==> src/design/ksu_pkg.sv <==
package ksu_pkg;

  // default operand width for both n and p
  localparam int unsigned OPERAND_WIDTH_DEF = 31;

  // symbol field, two's complement
  localparam int unsigned SYMBOL_W = 2;
  localparam logic [SYMBOL_W-1:0] SYM_ZERO = 2'b00;
  localparam logic [SYMBOL_W-1:0] SYM_POS  = 2'b01;
  localparam logic [SYMBOL_W-1:0] SYM_NEG  = 2'b11;

  // low three bits of a value; true when (2/v) is -1 (residue not 1 or 7)
  function automatic logic mod8_neg(input logic [2:0] res);
    mod8_neg = !((res == 3'd1) || (res == 3'd7));
  endfunction

  // signed symbol from the running sign bit
  function automatic logic [SYMBOL_W-1:0] sign_sym(input logic neg);
    sign_sym = neg ? SYM_NEG : SYM_POS;
  endfunction

endpackage

==> src/design/ksu_mod_unit.sv <==
module ksu_mod_unit import ksu_pkg::*; #(
  parameter int unsigned OPERAND_WIDTH = OPERAND_WIDTH_DEF
) (
  input  logic                     clk,
  input  logic                     rst_n,
  input  logic                     start,
  input  logic [OPERAND_WIDTH-1:0] dividend,
  input  logic [OPERAND_WIDTH-1:0] divisor,
  output logic                     done,
  output logic [OPERAND_WIDTH-1:0] remainder
);

  localparam int unsigned CW = $clog2(OPERAND_WIDTH + 1);

  logic [OPERAND_WIDTH-1:0] quo_r, quo_nxt;
  logic [OPERAND_WIDTH-1:0] dvs_r, dvs_nxt;
  logic [OPERAND_WIDTH-1:0] rem_r, rem_nxt;
  logic [CW-1:0]            cnt_r, cnt_nxt;
  logic                     busy_r, busy_nxt;
  logic                     done_r, done_nxt;
  logic [OPERAND_WIDTH:0]   trial;
  logic [OPERAND_WIDTH:0]   diff;

  // restoring remainder step: one dividend bit per cycle, MSB first
  assign trial = {rem_r, quo_r[OPERAND_WIDTH-1]};
  assign diff  = trial - {1'b0, dvs_r};

  always_comb begin
    quo_nxt  = quo_r;
    dvs_nxt  = dvs_r;
    rem_nxt  = rem_r;
    cnt_nxt  = cnt_r;
    busy_nxt = busy_r;
    done_nxt = 1'b0;
    if (start) begin
      quo_nxt  = dividend;
      dvs_nxt  = divisor;
      rem_nxt  = '0;
      cnt_nxt  = '0;
      busy_nxt = 1'b1;
    end else if (busy_r) begin
      quo_nxt = {quo_r[OPERAND_WIDTH-2:0], 1'b0};
      rem_nxt = diff[OPERAND_WIDTH] ? trial[OPERAND_WIDTH-1:0] : diff[OPERAND_WIDTH-1:0];
      cnt_nxt = cnt_r + 1'b1;
      if (cnt_r == CW'(OPERAND_WIDTH - 1)) begin
        busy_nxt = 1'b0;
        done_nxt = 1'b1;
      end
    end
  end

  always_ff @(posedge clk) begin
    if (!rst_n) begin
      busy_r <= 1'b0;
      done_r <= 1'b0;
      cnt_r  <= '0;
    end else begin
      busy_r <= busy_nxt;
      done_r <= done_nxt;
      cnt_r  <= cnt_nxt;
    end
    quo_r <= quo_nxt;
    dvs_r <= dvs_nxt;
    rem_r <= rem_nxt;
  end

  assign done      = done_r;
  assign remainder = rem_r;

endmodule

==> src/design/kronecker_symbol_unit.sv <==
// Channel | Dir | Ports                        | Beat contents
// in_     | in  | in_tvalid/in_tready/in_tdata | top_value n, bottom_value p
// out_    | out | out_tvalid/out_tready/out_tdata | symbol (-1, 0, 1)
//
// One item at a time. Each reduction step is one pass through the check
// state plus one remainder (max(n,p) mod min(n,p)) on the shared bit-serial
// unit. Steps count halvings and Euclid reductions, at most about
// 2*OPERAND_WIDTH + 1. Trivial items (n or p is 0, 1 or equal) skip the
// remainder unit and go from the check state straight to done.
// Reset (rst_n, synchronous) empties the output register and returns to idle.
// in_tready is high only while idle; a held result does not block the next beat.
module kronecker_symbol_unit import ksu_pkg::*; #(
  parameter int unsigned OPERAND_WIDTH = OPERAND_WIDTH_DEF
) (
  input  logic                    clk,
  input  logic                    rst_n,
  input  logic                    in_tvalid,
  output logic                    in_tready,
  // [OPERAND_WIDTH-1:0] top_value, [2*OPERAND_WIDTH-1:OPERAND_WIDTH] bottom_value,
  // zero padded to bytes
  input  logic [((2*OPERAND_WIDTH+7)/8)*8-1:0] in_tdata,
  output logic                    out_tvalid,
  input  logic                    out_tready,
  // [1:0] symbol, [7:2] zero
  output logic [7:0]              out_tdata
);

  localparam int unsigned W = OPERAND_WIDTH;

  typedef enum logic [3:0] {
    S_IDLE  = 4'b0001,
    S_CHECK = 4'b0010,
    S_DIV   = 4'b0100,
    S_DONE  = 4'b1000
  } state_t;

  state_t              state_r, state_nxt;
  logic [W-1:0]        n_r, n_nxt;
  logic [W-1:0]        p_r, p_nxt;
  logic                neg_r, neg_nxt;      // running sign of the product
  logic [SYMBOL_W-1:0] res_r, res_nxt;
  logic                out_valid_r, out_valid_nxt;
  logic [SYMBOL_W-1:0] out_sym_r, out_sym_nxt;

  logic         n_lt_p;
  logic         div_start;
  logic         div_done;
  logic [W-1:0] div_rem;
  logic [W-1:0] div_a;
  logic [W-1:0] div_b;

  assign n_lt_p = n_r < p_r;
  assign div_a  = n_lt_p ? p_r : n_r;
  assign div_b  = n_lt_p ? n_r : p_r;

  ksu_mod_unit #(.OPERAND_WIDTH(W)) u_mod (
    .clk       (clk),
    .rst_n     (rst_n),
    .start     (div_start),
    .dividend  (div_a),
    .divisor   (div_b),
    .done      (div_done),
    .remainder (div_rem)
  );

  assign in_tready = (state_r == S_IDLE);

  always_comb begin
    state_nxt     = state_r;
    n_nxt         = n_r;
    p_nxt         = p_r;
    neg_nxt       = neg_r;
    res_nxt       = res_r;
    out_valid_nxt = out_valid_r;
    out_sym_nxt   = out_sym_r;
    div_start     = 1'b0;

    if (out_valid_r && out_tready) begin
      out_valid_nxt = 1'b0;
    end

    unique case (state_r)
      S_IDLE: begin
        if (in_tvalid) begin
          n_nxt     = in_tdata[W-1:0];
          p_nxt     = in_tdata[2*W-1:W];
          neg_nxt   = 1'b0;
          state_nxt = S_CHECK;
        end
      end
      S_CHECK: begin
        if ((n_r == W'(1)) || (p_r == W'(1))) begin
          res_nxt   = sign_sym(neg_r);
          state_nxt = S_DONE;
        end else if ((p_r == '0) || (n_r == '0) || (n_r == p_r)) begin
          res_nxt   = SYM_ZERO;
          state_nxt = S_DONE;
        end else begin
          // larger mod smaller covers both divisibility tests and p mod n
          div_start = 1'b1;
          state_nxt = S_DIV;
        end
      end
      S_DIV: begin
        if (div_done) begin
          state_nxt = S_CHECK;
          if (div_rem == '0) begin
            res_nxt   = SYM_ZERO;
            state_nxt = S_DONE;
          end else if (n_r == W'(2)) begin
            res_nxt   = sign_sym(neg_r ^ mod8_neg(p_r[2:0]));
            state_nxt = S_DONE;
          end else if (p_r == W'(2)) begin
            res_nxt   = sign_sym(neg_r ^ mod8_neg(n_r[2:0]));
            state_nxt = S_DONE;
          end else if (p_r[0]) begin
            if (n_r[0]) begin
              // reciprocity: (n/p) -> (p mod n / n), or -> (p / n) when n > p
              neg_nxt = neg_r ^ (n_r[1] & p_r[1]);
              n_nxt   = n_lt_p ? div_rem : p_r;
              p_nxt   = n_r;
            end else begin
              neg_nxt = neg_r ^ mod8_neg(p_r[2:0]);
              n_nxt   = {1'b0, n_r[W-1:1]};
            end
          end else if (!n_r[0]) begin
            res_nxt   = SYM_ZERO;
            state_nxt = S_DONE;
          end else begin
            neg_nxt = neg_r ^ mod8_neg(n_r[2:0]);
            p_nxt   = {1'b0, p_r[W-1:1]};
          end
        end
      end
      S_DONE: begin
        // wait for the output register to free up
        if (!out_valid_r || out_tready) begin
          out_valid_nxt = 1'b1;
          out_sym_nxt   = res_r;
          state_nxt     = S_IDLE;
        end
      end
      default: begin
        state_nxt = S_IDLE;
      end
    endcase
  end

  always_ff @(posedge clk) begin
    if (!rst_n) begin
      state_r     <= S_IDLE;
      out_valid_r <= 1'b0;
    end else begin
      state_r     <= state_nxt;
      out_valid_r <= out_valid_nxt;
    end
    n_r       <= n_nxt;
    p_r       <= p_nxt;
    neg_r     <= neg_nxt;
    res_r     <= res_nxt;
    out_sym_r <= out_sym_nxt;
  end

  assign out_tvalid = out_valid_r;
  assign out_tdata  = {{(8 - SYMBOL_W){1'b0}}, out_sym_r};

endmodule
==> config.mk <==
export PLATFORM = sky130hd
export DESIGN_NAME = kronecker_symbol_unit
export DESIGN_NICKNAME = d
export VERILOG_FILES = /design/src/design/ksu_pkg.sv /design/src/design/ksu_mod_unit.sv /design/src/design/kronecker_symbol_unit.sv
export SDC_FILE = /design/constraint.sdc
export NUM_CORES = 1
export LEC_CHECK = 0
export BUFFER_PORTS_ARGS = -buffer_cell sky130_fd_sc_hd__buf_2
export CAP_MARGIN = 20
export CELL_PAD_IN_SITES_DETAIL_PLACEMENT = 1
export CELL_PAD_IN_SITES_GLOBAL_PLACEMENT = 1
export CORE_UTILIZATION = 45
export DETAILED_ROUTE_END_ITERATION = 16
export PLACE_DENSITY_LB_ADDON = 0.08
export SLEW_MARGIN = 10
export SYNTH_ARGS = -nofsm -noshare
export SYNTH_HDL_FRONTEND = slang
export SYNTH_SLANG_ARGS = --single-unit
==> constraint.sdc <==
create_clock -name clk -period 5.1 [get_ports clk]
set_input_delay 0.765 -clock clk [delete_from_list [all_inputs] [get_ports clk]]
set_output_delay 0.765 -clock clk [all_outputs]
set_load 0.05 [all_outputs]
==> results.sh, run 1 <==
export IMPL_status="complete, no violations"
export IMPL_syn2layout_area_growth_pct=10.8
export IMPL_setup_viol_count_final=0
export IMPL_ant_nets=0
export IMPL_synth_area_leader_cell="edfxtp_1"
export IMPL_dr_pass1_iters=5
export IMPL_ctsRootBufferMaster="clkbuf_16"
export IMPL_gp_congestion=0.823
export IMPL_pre_cts_ws_ns=1.19
export IMPL_max_freq_ghz=0.255
export IMPL_synth_top_area_share_pct=34.6
export IMPL_numCtsBuffers=17
export IMPL_insertion_delay_ns=0.45
export IMPL_cts_clk_slew_worst_paths_ns=0.07
export IMPL_ys_flop_type="edfxtp_1"
export IMPL_start_kind="register"
export IMPL_wire_per_inst_um=21.8
export IMPL_final_layout_size_suffix_gt1_share_pct=10.4
export IMPL_gr_usage_all_layers_pct=28.1
export IMPL_vias=9668
export IMPL_timing_rr_end="u_mod.remainder[20]$_SDFFE_PP0P_"
export IMPL_io_pin_count=78
export IMPL_routed_wl_um=35100
export IMPL_cts_tree="done"
export IMPL_cts_max_level=4
export IMPL_fp_row_count=57
export IMPL_powerDensity_nw_per_um2=448
export IMPL_synth_edf_count=129
export IMPL_tns_ns=0
export IMPL_rrSetupSlack_ns=1.17
export IMPL_grt_pass1_vias=9597
export IMPL_min_path_type="reg2reg"
export IMPL_drt_iter0_markers=591
export IMPL_via_per_inst=6.00
export IMPL_post_cts_setup_buffer_count=0
export IMPL_reg2reg_depth=13
export IMPL_p_leak_nw=5.21
export IMPL_cp_arrival_ns=4.23
export IMPL_yosysWarnings=0
export IMPL_fillers=2875
export IMPL_post_route_min_period_ns=3.93
export IMPL_dieArea_um2=25500
export IMPL_die_h_um=160
export IMPL_clock_sinks=172
export IMPL_hold_depth=0
export IMPL_synthTopCellsByArea="edfxtp_1, dfxtp_1, ha_1, a21oi_1, mux2i_1"
export IMPL_final_max_slew_viol_count=0
export IMPL_hold_viol=0
export IMPL_fin_crit_sh_pct=77.0
export IMPL_grt_antenna_before_repair=0
export IMPL_layout_setup_ws_ns=1.17
export IMPL_grt_max_degree=91
export IMPL_start_util_pct=45.9
export IMPL_ys_ff_latch=172
export IMPL_syn_cell_area_um2=11200
export IMPL_avgSynthCellArea_um2=8.96
export IMPL_final_cells=1612
export IMPL_rsz0062_at_grt="false"
export IMPL_hold_buffers=0
export IMPL_synthDistinctLibCells=65
export IMPL_worst_slew_pin_slew_ns=1.11
export IMPL_synthArstFlopShare_pct=0
export IMPL_core_area_um2=24400
export IMPL_syn_inst=1250
export IMPL_fp_dieW_um=160
export IMPL_timing_slew_headroom_pct=26.3
export IMPL_max_clock_path_buffers=2
export IMPL_r2r_start="u_mod.quo_r[30]$_DFFE_PP_"
export IMPL_end_kind="register"
export IMPL_synth_seq_area_share_pct=42.3
export IMPL_overflow=0
export IMPL_skew_ns=0.0161
export IMPL_grt_pass1_wl_um=55200
export IMPL_place_inst=1580
export IMPL_peakVddDrop_mv=0.235
export IMPL_port_buffer_count=69
export IMPL_min_from="res_r[1]$_DFFE_PP_"
export IMPL_antenna_cells=0
export IMPL_cp_max_fo=5
export IMPL_maxCapViolCount=0
export IMPL_drc=0
export IMPL_place_hpwl_um=24000
export IMPL_critPathKind="reg2reg"
export IMPL_cp_required_ns=5.40
export IMPL_holdPathEnd="out_sym_r[1]$_DFFE_PP_"
export IMPL_cts_repair_resized=0
export IMPL_nNetsFinal=1410
==> area by class of cell <==
class / count / area (µm²) / area share [%]
tap: 324 / 405 / 3.27
inverter: 78 / 295 / 2.38
timing repair buffer: 82 / 480 / 3.87
multi-input combinational: 924 / 5910 / 47.7
sequential: 172 / 4740 / 38.2
clock inverter: 14 / 151 / 1.22
clock buffer: 18 / 429 / 3.46
==> cell families (layout without fill, tap and decap cells) <==
logic type,Yosys count,after routing,share of synthesized area (%)
fa+ha+maj,67,67,7.55
xor+xnor,35,35,2.74
buf+inv,159,192,5.83
mux,62,62,5.54
compound gates,353,353,19.3
simple gates,401,401,16.7
other cells,1,6,0.0335
flops,172,172,42.3
==> synth_stat cells (4+ instances only) <==
library cell / number
nand4_1: 19
nor4_1: 23
nand3_1: 10
a31oi_1: 4
and2_1: 4
inv_1: 75
o21ai_0: 107
xnor2_1: 22
edfxtp_1: 129
mux2i_1: 62
xor2_1: 13
clkbuf_1: 57
a311oi_1: 23
dfxtp_1: 43
buf_4: 8
o211ai_1: 5
nor3_1: 33
nor4b_1: 4
nand2b_1: 5
nor2b_1: 7
o31ai_1: 4
a21o_1: 25
ha_1: 66
a211oi_1: 9
buf_1: 5
buf_2: 8
nand2_1: 135
a21oi_1: 134
and3_1: 33
nor2_1: 111
o21bai_1: 6
nand3b_1: 5
a221oi_1: 9
==> per-stage QoR <==
step	power, W	instance area [µm²]	hold WS [ns]	utilization [%]
3_3_place_gp	0.00417	11800	0.410	48.5
2_1_floorplan	0.00360	11200	0.400	-
6_report	0.00556	12400	0.423	50.9
4_1_cts	0.00556	12400	0.422	50.9
5_1_grt	0.00590	12400	0.430	50.9
3_5_place_dp	0.00423	11800	0.406	48.5
==> sequential cells by signal, summed over array words and instances, names as in the netlist <==
name and count:
n_r 31, p_r 31, u_mod.dvs_r 31, u_mod.quo_r 31, u_mod.remainder 31, u_mod.cnt_r 5, state_r 4, out_sym_r 2
res_r 2, neg_r 1, out_tvalid 1, u_mod.busy_r 1, u_mod.done 1
==> report_power, final <==
group	switching [W]	total (W)	internal [W]
Sequential	0.000321	0.00203	0.00171
Clock	0.000654	0.00131	0.000654
Combinational	0.00137	0.00223	0.000855
==> worst max path at each step <==
stage	start	endpoint	slack (ns)	depth (start not counted)
after floorplan	state_r[1]$_SDFFE_PN0P_	p_r[10]$_DFFE_PP_	0.69	4
after global placement	n_r[0]$_DFFE_PP_	u_mod.quo_r[30]$_DFFE_PP_	1.22	13
after detailed placement	n_r[30]$_DFFE_PP_	u_mod.quo_r[21]$_DFFE_PP_	1.19	10
after CTS	u_mod.quo_r[30]$_DFFE_PP_	u_mod.remainder[20]$_SDFFE_PP0P_	1.17	13
after global routing	n_r[30]$_DFFE_PP_	u_mod.quo_r[21]$_DFFE_PP_	0.91	11
final	u_mod.quo_r[30]$_DFFE_PP_	u_mod.remainder[20]$_SDFFE_PP0P_	1.17	13
==> per-layer routing <==
metal,part of all wire (%),routed length (µm),up-vias,track usage (%)
met5,0,0,-,0
met4,2.2,755,0,8.17
met3,4.1,1450,40,3.90
met2,45,15900,228,44.3
met1,48,17000,4814,40.0
li1,-,-,4586,-
==> worst max-delay path: stages, from the launching register on <==
cell and delay, ns:
edfxtp_1 0.39, inv_1 0.07, ha_1 0.17, inv_1 0.06
fa_1 0.43, a211oi_1 0.27, o21ai_0 0.33, o2111a_1 0.36
or2_2 0.29, a221o_1 0.34, a21oi_1 0.38, xnor2_1 0.18
nand2_1 0.07, a311oi_1 0.45
==> placed cells by master, fill, tap and decap left out, types with 6 or more instances in the layout <==
cell type	Yosys	routed
a21oi_1	134	132
inv_1	75	75
nand4_1	19	19
o21ai_0	107	107
xor2_1	13	13
edfxtp_1	129	129
nand3_1	10	10
a221oi_1	9	9
nor3_1	33	33
and3_1	33	33
nor2_1	111	111
buf_2	8	69
conb_1	1	6
xnor2_1	22	20
nor4_1	23	23
mux2i_1	62	62
buf_4	8	10
a311oi_1	23	23
clkbuf_16	0	17
a211oi_1	9	8
dfxtp_1	43	42
ha_1	66	66
nand2_1	135	135
a21o_1	25	25
o21bai_1	6	6
nor2b_1	7	7
Power figures use the tool's default switching activity.
==> run 2, diff against run 1 <==
- clock period: 5.1 -> 4.01 ns (I/O delays scaled with it)
==> run 2 against run 1 <==
Sequential power increased by 26%. Critical endpoint is now u_mod.remainder[24]$_SDFFE_PP0P_. Combinational power up 30%. Via count up 0.39%. First-iteration DRC count rose by 13%. Highest routed layer unchanged. Maximum frequency increased by 5.4%. Largest cell class unchanged. Setup slack got worse by 0.89 ns. Cell area grew 1.5%. Flip-flop and latch count did not move. Register-to-register slack got worse by 0.89 ns. Clock-buffer cell count is 1 lower.
==> results.sh, run 2 (synthesis gave the netlist of run 1 again) <==
export IMPL_die_h_um=160
export IMPL_peakVddDrop_mv=0.269
export IMPL_insertion_delay_ns=0.45
export IMPL_fin_crit_sh_pct=92.9
export IMPL_final_layout_size_suffix_gt1_share_pct=11.3
export IMPL_wire_per_inst_um=21.6
export IMPL_fp_row_count=57
export IMPL_post_route_min_period_ns=3.73
export IMPL_io_pin_count=78
export IMPL_hold_viol=0
export IMPL_drc=0
export IMPL_routed_wl_um=35100
export IMPL_post_cts_setup_buffer_count=0
export IMPL_p_comb_share_pct=39.4
export IMPL_p_seq_share_pct=34.8
export IMPL_p_leak_nw=5.33
export IMPL_start_util_pct=45.9
export IMPL_port_buffer_count=69
export IMPL_ctsRootBufferMaster="clkbuf_16"
export IMPL_via_per_inst=5.98
export IMPL_timing_slew_headroom_pct=34.6
export IMPL_tns_ns=0
export IMPL_ant_nets=0
export IMPL_status="complete, no violations"
export IMPL_syn2layout_area_growth_pct=12.5
export IMPL_worst_slew_pin_slew_ns=0.978
export IMPL_fp_dieW_um=160
export IMPL_switchingPower_w=0.00292
export IMPL_numCtsBuffers=17
export IMPL_rsz0062_at_grt="false"
export IMPL_end_kind="register"
export IMPL_dr_pass1_iters=5
export IMPL_start_kind="register"
export IMPL_layout_commonest_cell="nand2_1"
export IMPL_grt_max_degree=67
export IMPL_skew_ns=0.0132
export IMPL_fin_util_pct=51.7
export IMPL_clock_sinks=172
export IMPL_gr_usage_all_layers_pct=28.2
export IMPL_overflow=0
export IMPL_cts_tree="done"
export IMPL_drt_iter0_markers=667
export IMPL_max_freq_ghz=0.268
export IMPL_powerDensity_nw_per_um2=584
export IMPL_pre_cts_ws_ns=0.414
export IMPL_final_max_slew_viol_count=0
export IMPL_grt_pass1_wl_um=55600
export IMPL_fillers=2888
export IMPL_place_hpwl_um=24800
export IMPL_setup_viol_count_final=0
export IMPL_grt_antenna_before_repair=1
export IMPL_cts_max_level=4
export IMPL_grt_pass1_vias=9956
export IMPL_critPathKind="reg2reg"
export IMPL_cts_clk_slew_worst_paths_ns=0.07
export IMPL_cts_repair_resized=0
export IMPL_vias=9706
export IMPL_sw_frac_of_total_pct=39.7
export IMPL_hold_buffers=0
export IMPL_max_clock_path_buffers=2
export IMPL_dieArea_um2=25500
export IMPL_cp_arrival_ns=4.05
export IMPL_core_area_um2=24400
export IMPL_maxCapViolCount=0
export IMPL_nNetsFinal=1423
export IMPL_cp_max_fo=5
export IMPL_final_cells=1624
export IMPL_antenna_cells=0
export IMPL_p_int_w=0.00443
export IMPL_layout_setup_ws_ns=0.284
export IMPL_power_share_clock_pct=25.8
export IMPL_final_cell_mix="nand2_1, a21oi_1, edfxtp_1"
export IMPL_cp_required_ns=4.33
export IMPL_gp_congestion=0.842
export IMPL_min_path_type="in2reg"
export IMPL_place_inst=1593
[run 2: power groups by stage]
stage	combinational [W]	clock, W	sequential (W)
after global placement	0.00279	0	0.00258
after CTS	0.00290	0.00193	0.00255
after floorplan	0.00216	0	0.00241
after detailed placement	0.00285	0	0.00259
after global routing	0.00321	0.00198	0.00259
final	0.00290	0.00190	0.00256
[run 2: per-layer routing]
layer,wire length [µm],GRT usage (%),up-vias
met5,0,0,-
met4,903,10.4,0
met3,1490,3.95,51
met2,16100,44.1,251
met1,16700,39.5,4787
li1,-,-,4617
[run 2: metrics by stage]
stage	power, W	area (µm²)	hold slack [ns]
final	0.00735	12600	0.426
after global routing	0.00778	12600	0.432
after CTS	0.00738	12600	0.412
after detailed placement	0.00544	11900	0.422
after global placement	0.00537	11900	0.401
after floorplan	0.00458	11200	0.400
[run 2: path summary, 6_finish.rpt]
| check | start | to | slack (ns) | cells past startpoint |
|---|---|---|---|---|
| setup / recovery | u_mod.quo_r[30]$_DFFE_PP_ | u_mod.remainder[24]$_SDFFE_PP0P_ | 0.28 | 13 |
| hold / removal | in_tdata[42] | p_r[11]$_DFFE_PP_ | 0.43 | 3 |
| setup reg to reg | u_mod.quo_r[30]$_DFFE_PP_ | u_mod.remainder[24]$_SDFFE_PP0P_ | 0.28 | 13 |
| hold reg to reg | res_r[0]$_DFFE_PP_ | out_sym_r[0]$_DFFE_PP_ | 0.43 | 0 |
[run 2: critical path, stage by stage, from the launching register on]
cell and delay [ns]:
edfxtp_1 0.38, inv_1 0.07, ha_1 0.18, inv_1 0.06, fa_1 0.42, a211oi_1 0.30
o21ai_0 0.34, o2111a_1 0.36, or2_2 0.29, a221o_1 0.35, a21oi_1 0.35, o31ai_1 0.17
xnor2_1 0.22, o21ai_0 0.12
[run 2: area by class of cell]
type                       count  area, µm²  area share [%]
timing repair buffer          95        603            4.79
tap                          324        405            3.22
clock inverter                14        236            1.88
sequential                   172       4740            37.6
clock buffer                  17        425            3.38
multi-input combinational    924       5900            46.8
inverter                      78        295            2.34
==> run 3, diff against run 2 <==
- ABC_AREA: not set -> 1
==> run 3 against run 2 <==
Synthesized area rose by 15%. Clock power down 13%. Synthesized cell count rose by 53%. Cell area up 11%. Setup slack better by 0.44 ns. Cell count is 44% higher. Clock-buffer cell count grew 7. Utilization is 1.4 points lower. Combinational power about the same. Sequential power up 9.0%. Global-route usage grew 1.6 points. Clock skew fell by 0.00096 ns. Largest power group unchanged. Critical path type unchanged.
==> results.sh, run 3 <==
export IMPL_whs_ns=0.385
export IMPL_status="complete, no violations"
export IMPL_gp_congestion=0.909
export IMPL_min_path_type="in2reg"
export IMPL_post_route_min_period_ns=3.29
export IMPL_end_kind="register"
export IMPL_clock_sinks=172
export IMPL_drt_met1_wl_um=18800
export IMPL_tns_ns=0
export IMPL_hold_viol=0
export IMPL_avgSynthCellArea_um2=6.71
export IMPL_ys_ff_latch=172
export IMPL_wl_met2_um=20600
export IMPL_ys_top_cells_by_count="nand2_1, inv_1, nor2_1"
export IMPL_synth_edf_count=129
export IMPL_post_cts_setup_buffer_count=0
export IMPL_fin_util_pct=50.3
export IMPL_grt_antenna_before_repair=2
export IMPL_synthTopCellsByArea="edfxtp_1, nand2_1, inv_1, dfxtp_1, ha_1"
export IMPL_cp_required_ns=4.17
export IMPL_synth_top_area_share_pct=30.1
export IMPL_layout_setup_ws_ns=0.724
export IMPL_final_cell_mix="nand2_1, inv_1, nor2_1"
export IMPL_synthArstFlopShare_pct=0
export IMPL_dieArea_um2=29200
export IMPL_overflow=0
export IMPL_ys_flop_type="edfxtp_1"
export IMPL_max_freq_ghz=0.304
export IMPL_powerDensity_nw_per_um2=524
export IMPL_die_h_um=171
export IMPL_dr_pass1_iters=6
export IMPL_drc=0
export IMPL_setup_viol_count_final=0
export IMPL_cp_max_fo=46
export IMPL_routed_wl_um=41900
export IMPL_numCtsBuffers=17
export IMPL_start_util_pct=46.0
export IMPL_peakVddDrop_mv=0.365
export IMPL_drt_iter0_markers=742
export IMPL_final_layout_size_suffix_gt1_share_pct=8.25
export IMPL_skew_ns=0.0123
export IMPL_critPathKind="reg2reg"
export IMPL_via_per_inst=5.30
export IMPL_cp_arrival_ns=3.45
export IMPL_maxCapViolCount=0
export IMPL_ant_nets=0
export IMPL_final_max_slew_viol_count=0
export IMPL_synthDistinctLibCells=47
export IMPL_fillers=3767
export IMPL_nNetsFinal=2085
export IMPL_gr_usage_all_layers_pct=29.7
export IMPL_fp_row_count=61
export IMPL_place_inst=2309
export IMPL_timing_slew_headroom_pct=54.6
export IMPL_grt_max_degree=67
export IMPL_hold_buffers=0
export IMPL_antenna_cells=0
export IMPL_worst_slew_pin_slew_ns=0.681
export IMPL_met3WireLength_um=1930
export IMPL_final_cells=2341
export IMPL_grt_pass1_vias=12500
export IMPL_port_buffer_count=69
export IMPL_syn_cell_area_um2=12900
export IMPL_cts_max_level=4
export IMPL_layout_commonest_cell="nand2_1"
export IMPL_syn_inst=1916
export IMPL_cts_tree="done"
export IMPL_syn2layout_area_growth_pct=9.31
export IMPL_cts_repair_resized=0
export IMPL_fp_dieW_um=171
export IMPL_grt_pass1_wl_um=66600
export IMPL_synth_seq_area_share_pct=36.8
export IMPL_io_pin_count=78
export IMPL_max_clock_path_buffers=2
export IMPL_wire_per_inst_um=17.9
export IMPL_p_leak_nw=7.10
export IMPL_rsz0062_at_grt="false"
export IMPL_top_layer="met4"
export IMPL_synth_area_leader_cell="edfxtp_1"
export IMPL_start_kind="register"
export IMPL_yosysWarnings=0
export IMPL_core_area_um2=27900
export IMPL_cts_clk_slew_worst_paths_ns=0.07
export IMPL_fin_crit_sh_pct=81.9
export IMPL_pre_cts_ws_ns=0.726
export IMPL_vias=12400
export IMPL_yosysMostFrequentCell="nand2_1"
export IMPL_place_hpwl_um=32000
export IMPL_ctsRootBufferMaster="clkbuf_16"
export IMPL_insertion_delay_ns=0.44
-- run 3: kinds of logic (layout without fill, tap and decap cells) --
group / after synthesis / after routing / synth area share, %
other: 1 / 6 / 0.0292
XOR/XNOR: 20 / 20 / 1.36
AND/OR/NAND/NOR: 1060 / 1060 / 34.4
buffers and inverters: 367 / 409 / 11.5
flip-flops: 172 / 172 / 36.8
adder cells (fa/ha/maj): 67 / 67 / 6.58
AO/OA/AOI/OAI: 229 / 229 / 9.23
-- run 3: metrics by stage --
stage | instance area (µm²) | total power [W]
4_1_cts | 14000 | 0.00737
6_report | 14000 | 0.00737
5_1_grt | 14000 | 0.00784
3_5_place_dp | 13500 | 0.00569
2_1_floorplan | 12900 | 0.00469
3_3_place_gp | 13500 | 0.00555
-- run 3: metal layers --
metal,vias to the layer above,global-route usage (%)
met3,30,4.12
met1,6002,39.0
met4,0,6.52
li1,6146,-
met5,-,0
met2,241,51.6
-- run 3: cell type report --
type / instances / area [µm²] / share of cell area, %
Clock buffer: 24 / 536 / 3.81
Tap cell: 378 / 473 / 3.37
Sequential cell: 172 / 4730 / 33.7
Clock inverter: 8 / 48.8 / 0.347
Inverter: 289 / 1090 / 7.74
Timing Repair Buffer: 88 / 488 / 3.47
Multi-Input combinational cell: 1382 / 6680 / 47.6
-- run 3: where the power goes --
part | internal (W) | switching (W) | leakage (nW)
registers | 0.00243 | 0.000354 | 1.56
logic | 0.000803 | 0.00212 | 5.26
clock network | 0.000936 | 0.000726 | 0.289
total | 0.00417 | 0.00320 | 7.10
-- run 3: critical path: stages, from the launching register on --
cell      delay, ns
edfxtp_1       0.41
inv_2          0.44
ha_1           0.24
o21ai_0        0.08
nand2_1        0.08
nand3_1        0.11
nand2_1        0.08
nand2_1        0.09
nand2_1        0.11
nand2_2        0.19
inv_2          0.51
buf_4          0.48
o21ai_0        0.17
-- run 3: path summary, 6_finish.rpt --
path                      startpoint                   endpoint  slack (ns)  depth (start not counted)
setup / recovery    n_r[0]$_DFFE_PP_  u_mod.dvs_r[24]$_DFFE_PP_        0.72                         12
hold / removal             in_tvalid    state_r[0]$_SDFFE_PN1P_        0.39                          2
setup reg to reg    n_r[0]$_DFFE_PP_  u_mod.dvs_r[24]$_DFFE_PP_        0.72                         12
hold reg to reg   res_r[1]$_DFFE_PP_     out_sym_r[1]$_DFFE_PP_        0.46                          0
